===== src/rtl/ifsc_pkg.sv =====
// Package for the frame sync and checksum block: sizes, reset values,
// register indexes and the structs passed between front, queue and back.
package ifsc_pkg;
	localparam int FRAME_LENGTH_DEF = 32;
	localparam int QUEUE_DEPTH_DEF = 4;
	localparam int BYTE_W = 8;
	localparam int INDEX_W = 5;
	localparam int REG_IDX_W = 8;

	localparam logic [BYTE_W-1:0] FIRST_SYNC_RST = 8'h55;
	localparam logic [BYTE_W-1:0] SECOND_SYNC_RST = 8'hAA;

	localparam logic [REG_IDX_W-1:0] REG_FIRST_SYNC = 8'd0;
	localparam logic [REG_IDX_W-1:0] REG_SECOND_SYNC = 8'd1;

	typedef struct packed {
		logic [BYTE_W-1:0] first;
		logic [BYTE_W-1:0] second;
	} sync_cfg_t;

	typedef struct packed {
		logic [BYTE_W-1:0] data;
		logic              is_first;
		logic              is_second;
	} rx_item_t;

	typedef struct packed {
		logic     valid;
		rx_item_t item;
	} q_head_t;
endpackage


===== src/rtl/ifsc_front.sv =====
// Front end: sync pattern registers, configuration port and classification
// of each received byte against the sync pattern. Uses ifsc_pkg.
module ifsc_front
	import ifsc_pkg::*;
(
	input  logic                 clk,
	input  logic                 arst_n,
	input  logic                 cfg_valid,
	output logic                 cfg_ready,
	input  logic [REG_IDX_W-1:0] cfg_index,
	input  logic [BYTE_W-1:0]    cfg_data,
	input  logic                 in_valid,
	output logic                 in_stall,
	input  logic [BYTE_W-1:0]    rx_byte,
	input  logic                 q_full,
	output logic                 push,
	output rx_item_t             push_item,
	output sync_cfg_t            sync_cfg
);
	sync_cfg_t sync_q;

	assign cfg_ready = 1'b1;
	assign sync_cfg = sync_q;

	always_ff @(posedge clk or negedge arst_n) begin
		if (!arst_n) begin
			sync_q.first <= FIRST_SYNC_RST;
			sync_q.second <= SECOND_SYNC_RST;
		end else if (cfg_valid) begin
			case (cfg_index)
				REG_FIRST_SYNC: begin
					sync_q.first <= cfg_data;
				end
				REG_SECOND_SYNC: begin
					sync_q.second <= cfg_data;
				end
				default: begin
				end
			endcase
		end
	end

	assign in_stall = q_full;
	assign push = in_valid && !q_full;
	assign push_item.data = rx_byte;
	assign push_item.is_first = (rx_byte == sync_q.first);
	assign push_item.is_second = (rx_byte == sync_q.second);
endmodule


===== src/rtl/ifsc_queue.sv =====
// Short queue of classified bytes between the front end and the frame engine.
// Uses ifsc_pkg for the entry types.
module ifsc_queue
	import ifsc_pkg::*;
#(
	parameter int DEPTH = QUEUE_DEPTH_DEF
) (
	input  logic     clk,
	input  logic     arst_n,
	input  logic     push,
	input  rx_item_t push_item,
	output logic     full,
	output q_head_t  head,
	input  logic     pop
);
	localparam int PW = (DEPTH > 1) ? $clog2(DEPTH) : 1;
	localparam int NW = $clog2(DEPTH + 1);

	rx_item_t        entries_q [DEPTH];
	logic [PW-1:0]   wr_q;
	logic [PW-1:0]   rd_q;
	logic [NW-1:0]   cnt_q;
	logic            do_pop;

	assign full = (cnt_q == NW'(DEPTH));
	assign head.valid = (cnt_q != '0);
	assign head.item = entries_q[rd_q];
	assign do_pop = pop && head.valid;

	always_ff @(posedge clk) begin
		if (push) begin
			entries_q[wr_q] <= push_item;
		end
	end

	always_ff @(posedge clk or negedge arst_n) begin
		if (!arst_n) begin
			wr_q <= '0;
			rd_q <= '0;
			cnt_q <= '0;
		end else begin
			if (push) begin
				wr_q <= (wr_q == PW'(DEPTH - 1)) ? '0 : wr_q + 1'b1;
			end
			if (do_pop) begin
				rd_q <= (rd_q == PW'(DEPTH - 1)) ? '0 : rd_q + 1'b1;
			end
			if (push && !do_pop) begin
				cnt_q <= cnt_q + 1'b1;
			end else if (do_pop && !push) begin
				cnt_q <= cnt_q - 1'b1;
			end
		end
	end
endmodule


===== src/rtl/ifsc_back.sv =====
// Frame engine: frame store, sync hunt, checksum sweep, resync copy and
// frame emission through the output register. Uses ifsc_pkg.
module ifsc_back
	import ifsc_pkg::*;
#(
	parameter int FRAME_LENGTH = FRAME_LENGTH_DEF
) (
	input  logic               clk,
	input  logic               arst_n,
	input  q_head_t            head,
	output logic               pop,
	input  sync_cfg_t          sync_cfg,
	output logic               out_valid,
	input  logic               out_stall,
	output logic [BYTE_W-1:0]  frame_byte,
	output logic [INDEX_W-1:0] byte_index,
	output logic               last
);
	localparam int AW = $clog2(FRAME_LENGTH);
	localparam int CW = $clog2(FRAME_LENGTH + 1);
	localparam logic [CW-1:0] LEN = CW'(FRAME_LENGTH);
	localparam logic [CW-1:0] LAST_POS = CW'(FRAME_LENGTH - 1);
	localparam logic [CW-1:0] SUM_END = CW'(FRAME_LENGTH - 2);
	localparam logic [CW-1:0] SUM_START = CW'(2);

	typedef enum logic [3:0] {
		ST_RUN  = 4'b0001,
		ST_SUM  = 4'b0010,
		ST_COPY = 4'b0100,
		ST_EMIT = 4'b1000
	} back_state_t;

	back_state_t         state_q;
	logic [BYTE_W-1:0]   store [FRAME_LENGTH];
	logic [BYTE_W-1:0]   rdata_q;
	logic [CW-1:0]       fill_q;
	logic [CW-1:0]       ptr_q;
	logic [CW-1:0]       base_q;
	logic [BYTE_W-1:0]   sum_q;
	logic [BYTE_W-1:0]   tail_q;
	logic                prev_first_q;
	logic                found_q;
	logic                sw_vld_s1;
	logic [CW-1:0]       sw_addr_s1;
	logic [AW-1:0]       sw_dst_s1;
	logic                out_valid_q;
	logic [INDEX_W-1:0]  index_q;
	logic                last_q;

	logic                sum_issue;
	logic                copy_issue;
	logic                emit_issue;
	logic                rd_en;
	logic                sum_done;
	logic                copy_done;
	logic                pair_tail;
	logic                we;
	logic [AW-1:0]       waddr;
	logic [BYTE_W-1:0]   wdata;
	logic [CW-1:0]       copy_dst;

	assign pop = (state_q == ST_RUN) && head.valid;

	assign sum_issue = (state_q == ST_SUM) && !out_valid_q && (ptr_q <= SUM_END);
	assign copy_issue = (state_q == ST_COPY) && (ptr_q != LEN);
	assign emit_issue = (state_q == ST_EMIT) && (!out_valid_q || !out_stall);
	assign rd_en = sum_issue || copy_issue || emit_issue;
	assign sum_done = (state_q == ST_SUM) && (ptr_q > SUM_END) && !sw_vld_s1;
	assign copy_done = (state_q == ST_COPY) && (ptr_q == LEN) && !sw_vld_s1;
	assign pair_tail = prev_first_q && (tail_q == sync_cfg.second);
	assign copy_dst = ptr_q - base_q;

	always_comb begin
		we = 1'b0;
		waddr = '0;
		wdata = head.item.data;
		if (pop) begin
			waddr = fill_q[AW-1:0];
			if (fill_q == '0) begin
				we = head.item.is_first;
			end else if (fill_q == CW'(1)) begin
				if (head.item.is_second) begin
					we = 1'b1;
				end else if (head.item.is_first) begin
					we = 1'b1;
					waddr = '0;
				end
			end else begin
				we = 1'b1;
			end
		end else if ((state_q == ST_COPY) && sw_vld_s1) begin
			we = 1'b1;
			waddr = sw_dst_s1;
			wdata = rdata_q;
		end else if (sum_done && (sum_q != tail_q) && !found_q && !pair_tail &&
				(tail_q == sync_cfg.first)) begin
			we = 1'b1;
			waddr = '0;
			wdata = tail_q;
		end
	end

	always_ff @(posedge clk) begin
		if (we) begin
			store[waddr] <= wdata;
		end
		if (rd_en) begin
			rdata_q <= store[ptr_q[AW-1:0]];
		end
		sw_addr_s1 <= ptr_q;
		sw_dst_s1 <= copy_dst[AW-1:0];
		if (emit_issue) begin
			index_q <= INDEX_W'(ptr_q);
			last_q <= (ptr_q == LAST_POS);
		end
		if (pop && (fill_q == LAST_POS)) begin
			tail_q <= head.item.data;
		end
	end

	always_ff @(posedge clk or negedge arst_n) begin
		if (!arst_n) begin
			state_q <= ST_RUN;
			fill_q <= '0;
			ptr_q <= '0;
			base_q <= '0;
			sum_q <= '0;
			prev_first_q <= 1'b0;
			found_q <= 1'b0;
			sw_vld_s1 <= 1'b0;
			out_valid_q <= 1'b0;
		end else begin
			sw_vld_s1 <= sum_issue || copy_issue;
			if (emit_issue) begin
				out_valid_q <= 1'b1;
			end else if (!out_stall) begin
				out_valid_q <= 1'b0;
			end
			if (rd_en) begin
				ptr_q <= ptr_q + 1'b1;
			end
			case (state_q)
				ST_RUN: begin
					if (pop) begin
						if (fill_q == '0) begin
							if (head.item.is_first) begin
								fill_q <= CW'(1);
							end
						end else if (fill_q == CW'(1)) begin
							if (head.item.is_second) begin
								fill_q <= CW'(2);
							end else if (!head.item.is_first) begin
								fill_q <= '0;
							end
						end else if (fill_q == LAST_POS) begin
							state_q <= ST_SUM;
							ptr_q <= SUM_START;
							sum_q <= '0;
							prev_first_q <= 1'b0;
							found_q <= 1'b0;
						end else begin
							fill_q <= fill_q + 1'b1;
						end
					end
				end
				ST_SUM: begin
					if (sw_vld_s1) begin
						sum_q <= sum_q + rdata_q;
						prev_first_q <= (rdata_q == sync_cfg.first);
						if (!found_q && prev_first_q && (rdata_q == sync_cfg.second)) begin
							found_q <= 1'b1;
							base_q <= sw_addr_s1 - 1'b1;
						end
					end
					if (sum_done) begin
						if (sum_q == tail_q) begin
							state_q <= ST_EMIT;
							ptr_q <= '0;
						end else if (found_q) begin
							state_q <= ST_COPY;
							ptr_q <= base_q;
						end else if (pair_tail) begin
							state_q <= ST_COPY;
							ptr_q <= SUM_END;
							base_q <= SUM_END;
						end else begin
							state_q <= ST_RUN;
							fill_q <= (tail_q == sync_cfg.first) ? CW'(1) : '0;
						end
					end
				end
				ST_COPY: begin
					if (copy_done) begin
						state_q <= ST_RUN;
						fill_q <= LEN - base_q;
					end
				end
				ST_EMIT: begin
					if (emit_issue && (ptr_q == LAST_POS)) begin
						state_q <= ST_RUN;
						fill_q <= '0;
					end
				end
				default: begin
					state_q <= ST_RUN;
					fill_q <= '0;
				end
			endcase
		end
	end

	assign out_valid = out_valid_q;
	assign frame_byte = rdata_q;
	assign byte_index = index_q;
	assign last = last_q;
endmodule


===== src/rtl/imu_frame_sync_checksum.sv =====
// Top level of the sync word deframer with additive checksum.
// Instantiates ifsc_front, ifsc_queue and ifsc_back; uses ifsc_pkg.
//
//  channel  | direction | handshake            | payload
//  ---------+-----------+----------------------+------------------------------
//  input    | in        | in_valid / in_stall  | rx_byte
//  output   | out       | out_valid / out_stall| frame_byte, byte_index, last
//  config   | in        | cfg_valid / cfg_ready| cfg_index, cfg_data
//
// The frame engine takes one queued byte per cycle while collecting. A full
// frame starts a checksum sweep of FRAME_LENGTH-3 store reads through the
// single store read port. A good frame then leaves at one byte per cycle
// without stalls; a bad frame costs up to FRAME_LENGTH-2 copy reads on the
// same port. Reset is asynchronous and needs no clearing pass; output stalls
// hold only the output register and the checksum sweep behind it, while the
// queue keeps filling.
module imu_frame_sync_checksum
	import ifsc_pkg::*;
#(
	parameter int FRAME_LENGTH = FRAME_LENGTH_DEF,
	parameter int QUEUE_DEPTH = QUEUE_DEPTH_DEF
) (
	input  logic                 clk,
	input  logic                 arst_n,
	input  logic                 in_valid,
	output logic                 in_stall,
	input  logic [BYTE_W-1:0]    rx_byte,
	output logic                 out_valid,
	input  logic                 out_stall,
	output logic [BYTE_W-1:0]    frame_byte,
	output logic [INDEX_W-1:0]   byte_index,
	output logic                 last,
	input  logic                 cfg_valid,
	output logic                 cfg_ready,
	input  logic [REG_IDX_W-1:0] cfg_index,
	input  logic [BYTE_W-1:0]    cfg_data
);
	logic      q_full;
	logic      push;
	rx_item_t  push_item;
	sync_cfg_t sync_cfg;
	q_head_t   head;
	logic      pop;

	ifsc_front u_front (
		.clk       (clk),
		.arst_n    (arst_n),
		.cfg_valid (cfg_valid),
		.cfg_ready (cfg_ready),
		.cfg_index (cfg_index),
		.cfg_data  (cfg_data),
		.in_valid  (in_valid),
		.in_stall  (in_stall),
		.rx_byte   (rx_byte),
		.q_full    (q_full),
		.push      (push),
		.push_item (push_item),
		.sync_cfg  (sync_cfg)
	);

	ifsc_queue #(
		.DEPTH (QUEUE_DEPTH)
	) u_queue (
		.clk       (clk),
		.arst_n    (arst_n),
		.push      (push),
		.push_item (push_item),
		.full      (q_full),
		.head      (head),
		.pop       (pop)
	);

	ifsc_back #(
		.FRAME_LENGTH (FRAME_LENGTH)
	) u_back (
		.clk        (clk),
		.arst_n     (arst_n),
		.head       (head),
		.pop        (pop),
		.sync_cfg   (sync_cfg),
		.out_valid  (out_valid),
		.out_stall  (out_stall),
		.frame_byte (frame_byte),
		.byte_index (byte_index),
		.last       (last)
	);
endmodule


===== config.mk =====
export PLATFORM = sky130hd
export DESIGN_NAME = imu_frame_sync_checksum
export DESIGN_NICKNAME = d
export VERILOG_FILES = /design/src/rtl/ifsc_pkg.sv /design/src/rtl/ifsc_front.sv /design/src/rtl/ifsc_queue.sv /design/src/rtl/ifsc_back.sv /design/src/rtl/imu_frame_sync_checksum.sv
export SDC_FILE = /design/constraint.sdc
export NUM_CORES = 1
export LEC_CHECK = 0
export BUFFER_PORTS_ARGS = -buffer_cell sky130_fd_sc_hd__buf_4
export CORE_MARGIN = 5
export CORE_UTILIZATION = 45
export CTS_BUF_LIST = sky130_fd_sc_hd__clkbuf_8
export CTS_CLUSTER_DIAMETER = 30
export DETAILED_ROUTE_END_ITERATION = 8
export HOLD_SLACK_MARGIN = 0.05
export PLACE_DENSITY_LB_ADDON = 0.2
export RECOVER_POWER = 50
export SYNTH_ARGS = -nofsm -noshare
export SYNTH_HDL_FRONTEND = slang
export SYNTH_SLANG_ARGS = --single-unit

===== constraint.sdc =====
create_clock -name clk -period 4.6 [get_ports clk]
set_clock_uncertainty 0.1 [all_clocks]
set_input_delay 0.46 -clock clk [delete_from_list [all_inputs] [get_ports clk]]
set_output_delay 0.46 -clock clk [all_outputs]
set_load 0.01 [all_outputs]

# == Word level (Yosys, flattened, before mapping) ==
# Memories as Yosys holds them, arrays and structs flattened. A register that Yosys moved wholly into a read port is not among the register bits.
# Index checks and enable logic that the tools add are counted.
# word_totals
n_memories,2
ff_bits,82
output_inout_bits,17
mem_bits_rw,296
input_bits,29
wordCells,198
# mem_list
memory,words,width,rd,rd_clocked_by_memory_dff,write_ports,line_no,rtl
u_back.store,32,8,1,1,1,ifsc_back.sv:34,logic [BYTE_W-1:0] store [FRAME_LENGTH];
u_queue.entries_q,4,10,1,0,1,ifsc_queue.sv:19,rx_item_t entries_q [DEPTH];
# classes
addsub,10
muxes,83
n_lt_le_gt_ge,2
n_reduce_logical,45
eq_ne,37
# op_table
op,count
$mux W6,28
$mux W8,8
$eq A8 B8 Y1,7
$mux W4,9
$mux W5,6
$pmux W6 S4,1
$logic_and A1 B1 Y1,23
$mux W1,21
$ne A2 B2 Y1 const B,8
$pmux W4 S4,1
$pmux W8 S2,1
$reduce_and A7 Y1,2
$add A6 B1 Y6 const B,2
$eq A6 B5 Y1 const B,2
$pmux W6 S2,1
$ne A2 B1 Y1 const B,5
$reduce_and A10 Y1,1
$mux W3,3
$add A8 B8 Y8,1
$eq A8 B1 Y1 const B,1
$logic_not A1 Y1,8
$logic_not A8 Y1,1
$ne A8 B8 Y1,1
$eq A6 B1 Y1 const B,1
27 further kinds,35

# == Logic depth before layout (Yosys ltp) ==
# Gate-level depths: netlist of run 1.
# depth
word_depth,12
depth_mapped,12
depth_no_buf,9

# == Modules after synthesis ==
# Synthesis of run 1 repeated with hierarchy kept, for this count alone.
# unflattened
hier_cells,992
hier_area_um2,16891.2
# by_module_without_submodules
module,seq_area_each_um2,area_per_inst_um2,cells_per_inst,n_inst
ifsc_back,9420.3,14062.2,832,1
ifsc_queue,1376.3,1875.5,89,1
ifsc_front,410.4,953.4,71,1

# == Least setup slack after synthesis of run 1 ==
# No wires, ideal clock.
# synth_path
path_kind,register -> register
start,register u_back.ptr_q[0]
end,"memory u_back.store[0][7], data pin"
path_buffers,3
t_arrival_ps,3602
setup_slack_ps,420
stages_incl_launch_ff,12
synth_period_minus_slack_ps,4180
required_ps,4022
setup_ps,478
cell_sequence,dfrtp_1 -> clkbuf_1 -> buf_2 -> buf_2 -> inv_1 -> ha_1 -> nor2b_1 -> a21o_1 -> o211ai_2 -> nor3_1 -> nor3_1 -> a221oi_1
# synth_via
elab_chain_cells,10
# synth_lines
element,line_no,rtl
"start, declared",ifsc_back.sv:37,logic [CW-1:0] ptr_q;
"start signal, assigned",ifsc_back.sv:140,ptr_q <= ptr_q + 1'b1;
"start signal, assigned",ifsc_back.sv:181,ptr_q <= base_q;
$gt A6 B5 Y1,ifsc_back.sv:68,assign sum_done = (state_q == ST_SUM) && (ptr_q > SUM_END) && !sw_vld_s1;
$logic_and A1 B1 Y1 (2 in a row),ifsc_back.sv:68,
$logic_and A1 B1 Y1 (4 in a row),ifsc_back.sv:95,end else if (sum_done && (sum_q != tail_q) && !found_q && !pair_tail &&
$mux W8,ifsc_back.sv:95,
$mux W8,ifsc_back.sv:91,end else if ((state_q == ST_COPY) && sw_vld_s1) begin
$mux W8,ifsc_back.sv:77,if (pop) begin
named net u_back.wdata[7],ifsc_back.sv:59,logic [BYTE_W-1:0] wdata;
"end, declared",ifsc_back.sv:34,
# The timed path passes the listed nets, and every way through them passes these cells.

# == Worst setup path in the final report of run 1 ==
# layout_path
start,register u_back.state_q[0]
end,memory u_back.store[31][3] (enable)
# layout_via
elab_chain_cells,12
elab_cells_between_ends,18
cone_classes,3 x eq/ne; 7 x mux; 8 x reduce/logical
# layout_lines
element,line_no,rtl
"start, declared",ifsc_back.sv:33,back_state_t state_q;
"start signal, assigned",ifsc_back.sv:123,state_q <= ST_RUN;
"start signal, assigned",ifsc_back.sv:156,state_q <= ST_SUM;
"start signal, assigned",ifsc_back.sv:177,state_q <= ST_EMIT;
$eq A4 B2 Y1,ifsc_back.sv:68,
$logic_and A1 B1 Y1 (2 in a row),ifsc_back.sv:68,
$logic_and A1 B1 Y1 (4 in a row),ifsc_back.sv:95,
$mux W1,ifsc_back.sv:95,
$mux W1,ifsc_back.sv:91,
$mux W1,ifsc_back.sv:77,
$mux W1,ifsc_back.sv:104,if (we) begin
$mux W1 (not written as such),ifsc_back.sv:105,store[waddr] <= wdata;
# Parallel ways exist; a longest one is shown, timed or not.

==> results of run 1 <==
## area by class of cell
| class | count | area [um2] | area share [%] |
|---|---|---|---|
| clock buffers | 86 | 1180 | 6.10 |
| repair buffers | 83 | 551 | 2.84 |
| clock inverters | 60 | 557 | 2.87 |
| inverters | 32 | 120 | 0.619 |
| flip-flops and latches | 386 | 11200 | 57.8 |
| multi-input cells | 536 | 5180 | 26.7 |
| well taps | 468 | 586 | 3.02 |
## critical path, delay by kind of cell (launching register included)
family | cells | cell delay [ns]
and+or+nand+nor | 4 | 1.95
DFF | 1 | 0.61
buffers and inverters | 2 | 0.60
AOI/OAI and AO/OA | 1 | 0.25
## flip-flops by register name, indices dropped and copies added (netlist names), 2 cells and up, named ones only
signal             cells
u_back.ptr_q           5
u_back.byte_index      5
u_back.frame_byte      8
u_back.sw_dst_s1       5
u_back.base_q          6
u_back.sum_q           8
u_queue.rd_q           2
u_queue.entries_q     40
u_back.store         256
u_back.tail_q          8
u_back.sw_addr_s1      6
u_queue.cnt_q          3
u_queue.wr_q           2
u_back.state_q         4
u_back.fill_q          6
u_front.sync_cfg      16
## synth_stat cells, types with 4 or more instances
cell type | n | share of area [%]
dfrtp_1 | 48 | 7.2
nor3_1 | 11 | 0.33
xnor2_1 | 58 | 3.0
and3_1 | 4 | 0.15
edfxtp_1 | 318 | 57
a21oi_1 | 16 | 0.48
inv_1 | 32 | 0.72
nand3_1 | 32 | 0.96
nand4_1 | 10 | 0.38
or3_1 | 4 | 0.15
nor4b_1 | 5 | 0.26
ha_1 | 25 | 1.9
buf_2 | 9 | 0.27
nor3b_1 | 4 | 0.18
nand2_1 | 46 | 1.0
mux2_2 | 27 | 1.8
dfstp_2 | 9 | 1.4
xor2_1 | 21 | 1.1
mux4_2 | 90 | 12
buf_1 | 6 | 0.14
nor4_1 | 5 | 0.19
a21o_1 | 10 | 0.45
and2_1 | 8 | 0.30
o21ai_0 | 31 | 0.93
dfxtp_1 | 11 | 1.3
a22o_1 | 10 | 0.53
nor2b_1 | 6 | 0.23
o31ai_1 | 5 | 0.23
o21a_1 | 5 | 0.23
nor2_1 | 53 | 1.2
clkbuf_1 | 18 | 0.41
## logic make-up (layout without fill, tap and decap cells)
logic type | Yosys count | after routing | share of synthesized area (%)
AOI/OAI and AO/OA | 109 | 109 | 4.52
xor gates and xnor gates | 79 | 79 | 4.15
adders and majority gates | 28 | 28 | 2.24
buffers and inverters | 68 | 261 | 1.67
DFF | 386 | 386 | 67.3
muxes | 119 | 119 | 14.1
other | 1 | 1 | 0.0225
and+or+nand+nor | 200 | 200 | 6.03
## per-stage QoR
| step | util (%) | power, mW |
|---|---|---|
| after floorplan | - | 5.76 |
| after global placement | 48.1 | 6.48 |
| after detailed placement | 48.1 | 6.53 |
| after CTS | 53.3 | 10.4 |
| after global routing | 53.0 | 10.7 |
| final | 53.0 | 10.2 |
## routing by layer
| metal | wire length, um | part of all wire (%) |
|---|---|---|
| met1 | 16500 | 44 |
| met2 | 17900 | 48 |
| met3 | 2330 | 6.2 |
| met4 | 919 | 2.4 |
| met5 | 0 | 0 |
## how the worst max path moves through the flow
stage                               end  cells after the start
global placement     u_back.store[1][0]                      5
global route        u_back.store[31][3]                      7
finish              u_back.store[31][3]                      7
CTS                 u_back.store[31][3]                      6
floorplan            u_back.store[0][7]                     11
detailed placement  u_back.store[31][5]                      6
## report_power, final
group / switching (mW) / leakage (nW) / total (mW) / internal (mW)
clock: 1.51 / 0.959 / 3.82 / 2.31
sequential: 0.162 / 3.70 / 4.78 / 4.62
combinational: 1.15 / 2.15 / 1.62 / 0.475
==> flow_results.org, run 1 <==
** STA
- Count of pins over their slew limit :: 94
- Final hold analysis gives a worst-case slack of 0.256 ns.
- Highest attainable clock frequency :: 257 MHz
- Setup slack after layout :: 0.714 ns
- Setup violations remaining at the end of the flow were counted as 0.
- Final TNS setup :: 0 ns
- Max-slew headroom at the worst pin :: -32.8%
- Final hold violations :: 0
- Ratio of final minimum period to clock period :: 84.5%
- Setup repair after global routing missed its margin :: no
- For the pin with the worst max-slew slack, the measured transition is 1.99 ns.
- Shortest period the worst path allows :: 3.89 ns

** Synth
- Yosys mapped a number of flops with a built-in enable equal to 318.
- Synthesis Warnings :: 0
- For this run, asynchronously set or reset flops after synthesis account for 14.8%.
- Among all flip-flop cells after synthesis, the most frequent one is edfxtp_1.
- Synthesis inferred 386 register bits.
- Distinct cell type count after synthesis :: 67
- Net count after synthesis :: 1047
- The share of the Yosys chip area taken by registers is 67.3%.
- Average footprint of a synthesized cell :: 16.8 um2
- Counting every instance in the synthesized netlist gives 990.
- After synthesis the cells add up to 0.0167 mm2.

** Worst hold path
- The worst hold path begins at cfg_index[0].
- The path class of the tightest hold or removal check is input pin to flop.
- Hold Path Depth :: 3
- The worst hold path terminates at u_front.sync_cfg[9].

** Floorplanning
- The floorplan step defined a die boundary enclosing 0.0410 mm2.
- The die is 202 um wide.
- The core region is 0.0366 mm2.
- The floorplan step set the die height to 202 um.
- Starting density of the core :: 45.5%
- During I/O placement, the number of pins put on the boundary was 46.
- FP Rows :: 70

** Cells and area
- Area growth syn-to-layout :: 16.4%
- The library cell used most frequently in the layout, excluding fill and tap cells, is edfxtp_1.
- The net count of the finished layout is 1177.
- Number of antenna repair diodes :: 0
- Commonest cells after routing, fill and taps aside :: edfxtp_1, mux4_2, clkbuf_8
- Finished Layout Cells :: 1651
- Final Cell Area :: 0.0194 mm2
- Share of post-route cells with drive strength above 1 :: 24.4%
- # fillers :: 2991

** Global route
- For this run the aggregate overflow at the end of global routing stands at 0.
- All-layer global routing usage :: 18.8%
- The via count of the first global-routing pass came to 9646.
- Maximum number of pins on one net before global-route repair :: 71
- The number of antenna violations at the first check in global routing is 0.
- Wire length of the first global-routing pass :: 58600 um
- In this run the most used layer during global routing was met2.
- In the global route stage, met2 resource usage came out at 30.0%.
- Met1 Usage GRT :: 25.8%
- In the global route stage, met3 resource usage came out at 4.59%.

** Clocking
- The later pin in the worst-skew pair is clocked with a latency of 0.62 ns.
- Counting the buffers created by CTS gives 81.
- Clock Sinks :: 386
- TritonCTS built the clock tree.
- Clock-pin slew was measured on the worst setup and hold paths at 0.06 ns.
- Count of H-tree levels built during CTS :: 3
- In this run, post-CTS hold repair placed 18 buffers.
- Number of gates resized after CTS :: 0
- Buffers added to address setup during post-CTS repair amount to 0.
- Clock tree root buffer cell :: clkbuf_8
- The clock passes through at most 3 buffers.

** Place
- After legalization and detailed placement, the total HPWL measured 24400 um.
- Timing analysis after detailed placement gives a worst setup slack of 0.954 ns.
- Count of placed standard cells including taps :: 1487
- Count of input and output buffers :: 44
- Routability-driven placement finished with a final weighted congestion of 0.849.
- Once placement finished, the instance area stood at 0.0176 mm2.

** Setup path
- Of all nets on the critical path, the largest fanout is 11.
- The setup check on the worst reg-to-reg path leaves a slack of 0.71 ns.
- The worst setup path is launched from a flop.
- In this run the critical register-to-register path is launched from u_back.state_q[0].
- Worst Path Required :: 4.73 ns
- CP most frequent cell :: nor2_1
- CP Launch Point :: u_back.state_q[0]
- For this run, the slowest stage of the critical path takes 0.76 ns.
- Critical setup path kind :: flop to flop
- The signal on the critical path passes through or4b_1 > nor2_1 > clkbuf_1 > inv_1 > o21ai_0 > nand3_1 > nor2_1.
- Measured in cells, the most critical reg-to-reg path has a length of 7.
- The worst register-to-register path ends at u_back.store[31][3].
- The largest individual stage delay along the critical path comes from the cell nor2_1.
- STA classifies the critical path endpoint as a flop.
- At the worst endpoint, the arrival time is 4.02 ns.

** Routing
- Routed via count divided by cell count :: 5.59
- In this run the remaining antenna-violating nets after routing total 0.
- Average wire length per cell after detail routing :: 22.8 um
- The routed layout has 9221 vias.
- First-pass detailed-route iteration total :: 7
- The detailed router finished its first iteration with 640 violations.
- The final layout contains routed wiring with a total length of 37700 um.
- For this run, design rule violations remaining after detail routing come to 0.

** Run status
- The run finished, with violations left.
- Violations in the final reports :: max-capacitance violations, max-slew violations

** Power
- Power density cells :: 527 mW/mm2
- IR analysis of the VDD net gives a maximum drop of 0.000332 V.
- Summed over all cells, the static leakage comes to 6.81 nW.

** Flow run
- Number of max-cap violations :: 2
Power figures use the tool's default switching activity.
==> run 2: changes to the inputs <==
ABC_AREA = 1   (was not set)
clock period = 3.99 ns   (was 4.6 ns; I/O delays follow)
==> run 2 against run 1 <==
Effect of this change: the run still ends with max-capacitance violations, max-slew violations left; die area increased by 4.3%; clock power up 20%; worst setup slack lost 0.12 ns; sequential power increased by 19%; cell area up 4.2%; highest routed layer unchanged; final cell count increased by 40%; fmax up 14%; via count grew 33%; wire length increased by 16%; hold slack improved by 0.017 ns; global-route usage increased by 1.9 points.
==> flow_results.org, run 2 <==
** Setup path
- The setup slack of the worst register-to-register path is 0.59 ns (-0.12 ns).
- The worst setup path is launched from a flop.
- The endpoint identified for the worst register-to-register timing path is u_back.store[31][6].
- Endpoint kind of the worst setup timing path :: flop
- The cell that appears most often on the critical path is nor2_1.
- Critical setup path kind :: flop to flop
- The largest fanout of any net on the critical path came to 8 (-3).
- In this run the critical register-to-register path is launched from u_back.state_q[3].
- Slowest stage delay, CP :: 0.74 ns (-0.02 ns)
- Crit path arrival time :: 3.55 ns (-0.47 ns)
- The number of cells on the worst reg-to-reg path is 7 (unchanged).
- The most critical setup path has its startpoint at u_back.state_q[3].
- Cell type of the slowest stage on the worst timing path :: nor2_1
- Worst Path Required :: 4.15 ns (-0.58 ns)
- Traced cell by cell, the critical path runs through nor2_4 > nand3_4 > nor2_1 > inv_4 > o21ai_2 > nand3_1 > nor2_1.
- Capture point of the worst path :: u_back.store[31][6]

** Floorplanning
- The initial standard-cell utilization of the core is 45.3% (-0.21 points).
- Ports :: 46 (unchanged)
- The area of the die was 0.0428 mm2 (+4.3%).
- The core outline area is 0.0385 mm2 (+5.1%).
- FP Rows :: 72 (+2.9%)
- Die span in x :: 207 um (+2.2%)
- Die span in y :: 207 um (+2.2%)

** Clocking
- The clock buffer count from CTS was 80 (-1.2%).
- Clock Sinks :: 386 (unchanged)
- CTS tree :: built
- The number of resized instances in the post-cts repair step was 0 (unchanged).
- Clock tree root buffer cell :: clkbuf_8
- Setup Fix Bufs, Post-CTS :: 0 (unchanged)
- Clock slew at the register clock pins of the worst setup and hold paths :: 0.06 ns (about the same)
- The largest buffer count on any clock path was 3 (unchanged).
- The clock network latency to the later pin of the worst-skew pair came to 0.64 ns (+0.02 ns).
- Count of H-tree levels built during CTS :: 3 (unchanged)

** Power
- Leakage power summed over all cells :: 7.64 nW (+12%)
- The post-route total power was 14.7 mW (+44%).
- Share of power burned in registers :: 38.8% (-8.0 points)
- The net switching power is 5.31 mW (+88%).
- The switching part of the total is 36.1% (+8.5 points).
- The clock group share of total power is 31.1% (-6.3 points).
- Internal power consumption :: 9.39 mW (+27%)
- The share of total power in combinational logic is 30.1% (+14 points).
- Peak supply drop :: 0.000391 V (+18%)
- Power density cells :: 727 mW/mm2 (+38%)

** Synth
- Most repeated cell in the gate-level netlist after synthesis :: edfxtp_1
- Among all flip-flop cells after synthesis, the most frequent one is edfxtp_1.
- The part of the Yosys area used for sequential elements is 64.3% (-2.9 points).
- Net count after synthesis :: 1665 (+59%)
- The post-synthesis cell count came to 1608 (+62%).
- Distinct cell type count after synthesis :: 48 (-28%)
- The number of synthesized register bits came to 386 (unchanged).
- Fraction of registers with async set or reset after synthesis :: 14.8% (unchanged)
- Area of the mapped netlist :: 0.0174 mm2 (+4.6%)
- The mean instance size in the synthesized netlist came to 10.8 um2 (-36%).
- The synthesis warning total is 0 (unchanged).
- Cell accounting for the most synthesized area :: edfxtp_1
- Proportion of netlist area held by the largest area contributor :: 54.8% (-2.5 points)
- After synthesis, the most frequently instantiated cells are edfxtp_1, nand2_1, nor2_1.
- The number of enable flip-flop cells after synthesis is 318 (unchanged).
- In the post-synthesis netlist, the biggest area contributors are edfxtp_1, dfrtp_1, nand2_1, o21ai_0, nor2_1.

** Cells and area
- Share of post-route cells with drive strength above 1 :: 13.7% (-11 points)
- Commonest cells after routing, fill and taps aside :: edfxtp_1, nand2_1, nor2_1
- The count of nets after finishing came to 1781 (+51%).
- Area growth syn-to-layout :: 16.0%
- Number of flip-flops under the largest register name :: 256 (unchanged)
- Most frequent standard cell in the layout excluding fill and tap cells :: edfxtp_1
- Ranked by flip-flop count, first place goes to u_back.store.
- Number of antenna repair diodes :: 0 (unchanged)
- Util after Layout :: 52.5% (-0.43 points)
- Final Cell Area :: 0.0202 mm2 (+4.2%)

** Routing
- The total length of routed wires is 43800 um (+16%).
- Routed via count divided by cell count :: 5.33 (-4.6%)
- The via total after detailed routing was 12298 (+33%).
- Post-route ant nets :: 0 (unchanged)
- First-pass detailed-route iteration total :: 5 (-2)
- The DRC violation count after routing was 0 (unchanged).
- The mean routed wirelength per cell came to 19.0 um (-17%).
- Number of design-rule violations left by the first detailed-router iteration :: 1060 (+66%)

** Place
- The post-placement worst setup slack came to 0.888 ns (-0.0663 ns).
- The number of port buffers came to 44 (unchanged).
- The final weighted congestion in routability-driven placement came to 0.875 (+3.0%).
- Post-detailed-placement half-perimeter wirelength :: 28300 um (+16%)
- The post-detailed-placement cell area came to 0.0184 mm2 (+4.4%).

** STA
- The final cycle utilization of the critical path came to 85.2% (+0.68 points).
- The final-report hold violation count came to 0 (unchanged).
- The highest clock rate was 294 MHz (+14%).
- The max-slew violation count is 58 (-38%).
- The sum of negative setup slack was 0 ns (unchanged).
- The shortest period the worst path allows was 3.40 ns (-0.488 ns).
- Pin slew with the least headroom to its limit :: 1.55 ns (-0.444 ns)
- Setup slack after layout :: 0.592 ns (-0.122 ns)
- The setup-violating endpoint count in the final report was 0 (unchanged).
- Setup repair after global routing missed its margin :: no
- The worst relative slew slack is -3.22% (+30 points).

** Global route
- The via count of the first global-routing pass was 12075 (+25%).
- Wire length of the first global-routing pass :: 68200 um (+16%)
- Number of antenna violations at the first check in global routing :: 1 (+1)
- The total routing resource utilization after global routing came to 20.7% (+1.9 points).
- Maximum number of pins on one net before global-route repair :: 82 (+15%)
- The total grt overflow was 0 (unchanged).

** Run status
- Violations in the final reports :: max-capacitance violations, max-slew violations
- The flow ran to the end, but the final reports show violations.

** Worst hold path
- The tightest min-delay check is of the input pin to flop type.

** Flow run
- Number of max-cap violations :: 1 (-1)
## run 2: changes by cell type in the layout (fill, tap and decap cells not counted), sizes merged, moves of 13 or more
cell	before	now
o22ai	1	75
xnor2	58	36
nand3	32	61
o21ai	34	190
nor2	53	228
a21oi	16	34
nand4	10	34
nand2	46	304
mux2	27	0
mux4	90	0
inv	59	139
buf	31	44
## run 2: worst max-delay path, delay by kind of cell (launching register included)
| kind | cells | cell delay (ns) |
|---|---|---|
| flip-flops | 1 | 0.44 |
| buffers and inverters | 1 | 0.13 |
| AND/OR/NAND/NOR | 5 | 2.02 |
| AO/OA/AOI/OAI | 1 | 0.33 |
## run 2: cells by family (layout without fill, tap and decap cells)
group                    after synthesis  after routing  share of synthesized area, %
other                                  1              1                        0.0215
buffers and inverters                182            364                          4.16
AO/OA/AOI/OAI                        319            319                          10.2
adder cells (fa/ha/maj)               28             28                          2.14
flip-flops                           386            386                          64.3
XOR/XNOR                              54             54                          2.71
AND/OR/NAND/NOR                      638            638                          16.4
## run 2: final cells by class
class | count | area, um2
inverter | 122 | 462
clock buffer | 82 | 1130
fill | 3409 | 18300
sequential | 386 | 11200
clock inverter | 66 | 667
tap | 518 | 648
multi-input combinational | 1040 | 5450
timing repair buffer | 94 | 641
## run 2: power groups by stage
stage	clock network [mW]	logic [mW]	registers (mW)
4_1_cts	4.67	4.51	5.70
3_3_place_gp	0	4.41	5.77
6_report	4.57	4.42	5.71
2_1_floorplan	0	2.93	5.68
3_5_place_dp	0	4.48	5.78
5_1_grt	4.87	4.93	5.74
## run 2: stage by stage
step	hold WS (ns)	instances
after floorplan	0.00341	1608
after global placement	0.402	2142
after detailed placement	0.414	2142
after CTS	0.208	2308
after global routing	0.296	2308
final	0.273	2308
## run 2: worst min-delay path by stage
| stage | start | endpoint | cells past startpoint |
|---|---|---|---|
| 2_1_floorplan | arst_n | async pin | 0 |
| 4_1_cts | in_valid | u_queue.wr_q[1] | 4 |
| 5_1_grt | in_valid | u_queue.wr_q[1] | 4 |
| 3_3_place_gp | u_back.fill_q[5] | u_back.fill_q[5] | 2 |
| 6_report | in_valid | u_queue.wr_q[1] | 4 |
| 3_5_place_dp | arst_n | u_queue.rd_q[0] | 1 |
## run 2: layer usage
metal	vias to the layer above	wire, um	GRT usage (%)
met5	-	0	0
met4	0	1210	7.81
met3	82	2610	3.81
met2	380	20700	33.7
met1	5962	19200	28.0
li1	5874	-	-
## run 2: timing repair
item / 4_1_cts / 5_1_grt
endpoints found under the hold margin: 98 / 0
setup endpoints to repair: 0 / 0
hold buffers: 18 / 0
==> run 3: changes to the inputs <==
ABC_AREA = not set   (was 1)
==> run 3 against run 2 <==
Effect of this change: the run still ends with max-capacitance violations, max-slew violations left; non-clock buffer count grew 16; largest power group unchanged; critical path type unchanged; power shrank 20%; fmax shrank 6.1%; combinational power shrank 57%; clock power shrank 4%; wire length shrank 12%; cell area shrank 3.3%; worst setup slack lost 0.22 ns; sequential cell count is the same.
==> flow_results.org, run 3 (synthesized netlist as in run 1, its figures left out) <==
** Cells and area
- Number of antenna repair diodes :: 0 (unchanged)
- The count of nets after finishing is 1206 (-32%).
- The count of fill cells added during filler insertion is 3004 (-12%).
- Commonest cells after routing, fill and taps aside :: edfxtp_1, mux4_2, clkbuf_8
- The share of post-route cells with drive strength above 1 is 25.1% (+11 points).
- Leaving out fill and tap cells, the most frequent cell in the layout is edfxtp_1.
- Finished Layout Cells :: 1679 (-27%)
- Ranked by flip-flop count, first place goes to u_back.store.
- Area growth syn-to-layout :: 17.3%
- The flip-flop count of the largest register, all copies and words added came to 256 (unchanged).

** Setup path
- Kind of launch point of the worst setup path :: flop
- Slowest stage delay, CP :: 0.62 ns (-0.12 ns)
- The worst setup path is of the flop to flop kind.
- The critical path starts at u_back.state_q[0].
- CP most frequent cell :: clkbuf_1
- Cell type of the slowest stage on the worst timing path :: dfstp_1
- The setup slack of the worst register-to-register path is 0.37 ns (-0.22 ns).
- The startpoint identified for the worst register-to-register timing path is u_back.state_q[0].
- Endpoint kind of the worst setup timing path :: flop
- The number of buffer and inverter stages on the critical path was 3 (+2).
- Worst Path Required :: 4.14 ns (about the same)
- Walking the worst path, the cells encountered are or4b_1 > nor2_1 > clkbuf_1 > a22o_1 > nand3_1 > clkbuf_1 > nor2_1 > clkbuf_1.
- Critical path's top delay family :: buffers and inverters
- Crit path arrival time :: 3.77 ns (+0.22 ns)
- The largest fanout of any net on the critical path was 10 (+2).

** Floorplanning
- The die extent in x came to 202 um (-2.1%).
- The area of the die came to 0.0410 mm2 (-4.2%).
- Starting density of the core :: 45.5% (+0.21 points)
- Area of the core :: 0.0366 mm2 (-4.8%)
- Ports :: 46 (unchanged)
- The floorplan die height is 202 um (-2.1%).
- The number of core rows is 70 (-2.8%).

** Power
- Leakage power summed over all cells :: 6.85 nW (-10%)
- Power density cells :: 604 mW/mm2 (-17%)
- The post-route total power was 11.8 mW (-20%).
- The worst IR drop on VDD is 0.000366 V (-6.4%).

** Clocking
- The root buffer cell chosen for the clock tree is clkbuf_8.
- Clock Sinks :: 386 (unchanged)
- The largest buffer count on any clock path was 3 (unchanged).
- Clock buffers created by TritonCTS :: 83 (+3.8%)
- CTS tree :: built
- The count of H-tree levels built during CTS came to 3 (unchanged).
- The clock network latency to the later pin of the worst-skew pair came to 0.63 ns (about the same).
- Clock slew at the register clock pins of the worst setup and hold paths :: 0.05 ns (about the same)

** Routing
- The via total after detailed routing came to 9439 (-23%).
- The count of antenna-violating nets left after detailed routing came to 0 (unchanged).
- Average wire length per cell after detail routing :: 23.0 um (+21%)
- The DRC violation count after routing was 0 (unchanged).
- First-pass detailed-route iteration total :: 5 (unchanged)
- Number of design-rule violations left by the first detailed-router iteration :: 833 (-21%)
- The total length of routed wires was 38600 um (-12%).
- Routed via count divided by cell count :: 5.62 (+5.5%)

** Worst hold path
- Path class of the lowest-slack min-delay path :: input pin to flop
- The startpoint identified for the worst hold timing path is in_valid.

** STA
- The transition time at the pin with the least slew margin came to 1.85 ns (+0.306 ns).
- Setup repair after global routing missed its margin :: no
- The worst hold slack is 0.163 ns (-0.110 ns).
- Ratio of final minimum period to clock period :: 90.7% (+5.5 points)
- The setup-violating endpoint count in the final report is 0 (unchanged).
- Highest attainable clock frequency :: 276 MHz (-6.1%)
- The shortest period the worst path allows was 3.62 ns (+0.219 ns).
- Max-slew headroom at the worst pin :: -23.6% (-20 points)
- The max-slew violation count is 105 (+81%).
- The final-report hold violation count is 0 (unchanged).
- The sum of negative setup slack came to 0 ns (unchanged).

** Global route
- The global-route wire length before repair is 59600 um (-13%).
- The total grt overflow is 0 (unchanged).
- Number of antenna violations at the first check in global routing :: 0 (-1)
- The total routing resource utilization after global routing came to 19.1% (-1.6 points).
- Via count of the first global-routing pass :: 9748 (-19%)
- The largest net degree at the start of global routing was 70 (-15%).

** Place
- The number of placed cells counting well taps came to 1514 (-29%).
- Global placement routability congestion :: 0.848 (-3.1%)
- The number of port buffers is 44 (unchanged).
- The HPWL reported at the end of detailed placement was 24800 um (-12%).

** Run status
- Run status :: finished, violations left
- Violations in the final reports :: max-capacitance violations, max-slew violations

** Flow run
- The total of max-cap violations came to 3 (+2).
run 3: changes by cell type in the layout (fill, tap and decap cells not counted), moves of 15 or more:
cell / previous run / this run
nand2_1: 291 / 46
nor2_1: 205 / 53
o21ai_0: 180 / 31
mux4_2: 0 / 90
inv_1: 124 / 46
o22ai_1: 75 / 1
mux2_2: 0 / 26
clkbuf_1: 26 / 50
nand4_1: 34 / 10
xnor2_1: 36 / 58
nand3_1: 52 / 32
nor2_2: 17 / 0
a21oi_1: 31 / 16
run 3: through the flow:
step / setup WS, ns / instance area (um2) / utilization [%]
floorplan: 0.356 / 16700 / -
global placement: 0.677 / 17800 / 48.7
detailed placement: 0.554 / 17800 / 48.7
CTS: 0.538 / 19700 / 53.9
global route: 0.225 / 19600 / 53.4
finish: 0.372 / 19600 / 53.4
run 3: worst reg2reg max path: cells and delay by family (launching register included):
family,cells,cell delay (ns)
AO/OA/AOI/OAI,1,0.29
AND/OR/NAND/NOR,4,1.10
flip-flops,1,0.62
buffers and inverters,3,1.14
run 3: layout make-up:
cell class                 count  area [um2]  share of cell area, %
inverter                      32         120                  0.614
tap                          468         586                   3.00
clock inverter                58         518                   2.65
timing repair buffer         110         693                   3.55
sequential                   386       11200                   57.3
multi-input combinational    536        5200                   26.6
clock buffer                  89        1220                   6.27
run 3: timing repair:
item / in CTS / in global routing
setup buffers: 0 / 0
hold endpoints to repair: 97 / 0
hold buffers: 18 / 0
gates resized for setup: 0 / 0
run 3: routing by layer:
layer	global-route usage, %	part of all wire [%]	vias to the layer above	routed length, um
li1	-	-	4218	-
met1	26.2	43	4824	16600
met2	30.4	48	316	18600
met3	4.16	5.9	81	2270
met4	7.15	2.9	0	1130
met5	0	0	-	0
run 3: where the power goes:
group | internal (mW) | switching (mW)
clock network | 2.61 | 1.80
logic | 0.567 | 1.34
registers | 5.33 | 0.157
total | 8.51 | 3.30
run 3: final timing paths:
path,to,depth (start not counted)
hold reg to reg,u_queue.cnt_q[2],1
min in group asynchronous,u_front.sync_cfg[6],2
setup reg to reg,u_back.store[13][0],8
setup / recovery,u_back.store[13][0],8
max in group asynchronous,u_back.ptr_q[0],2
hold / removal,u_queue.wr_q[0],4
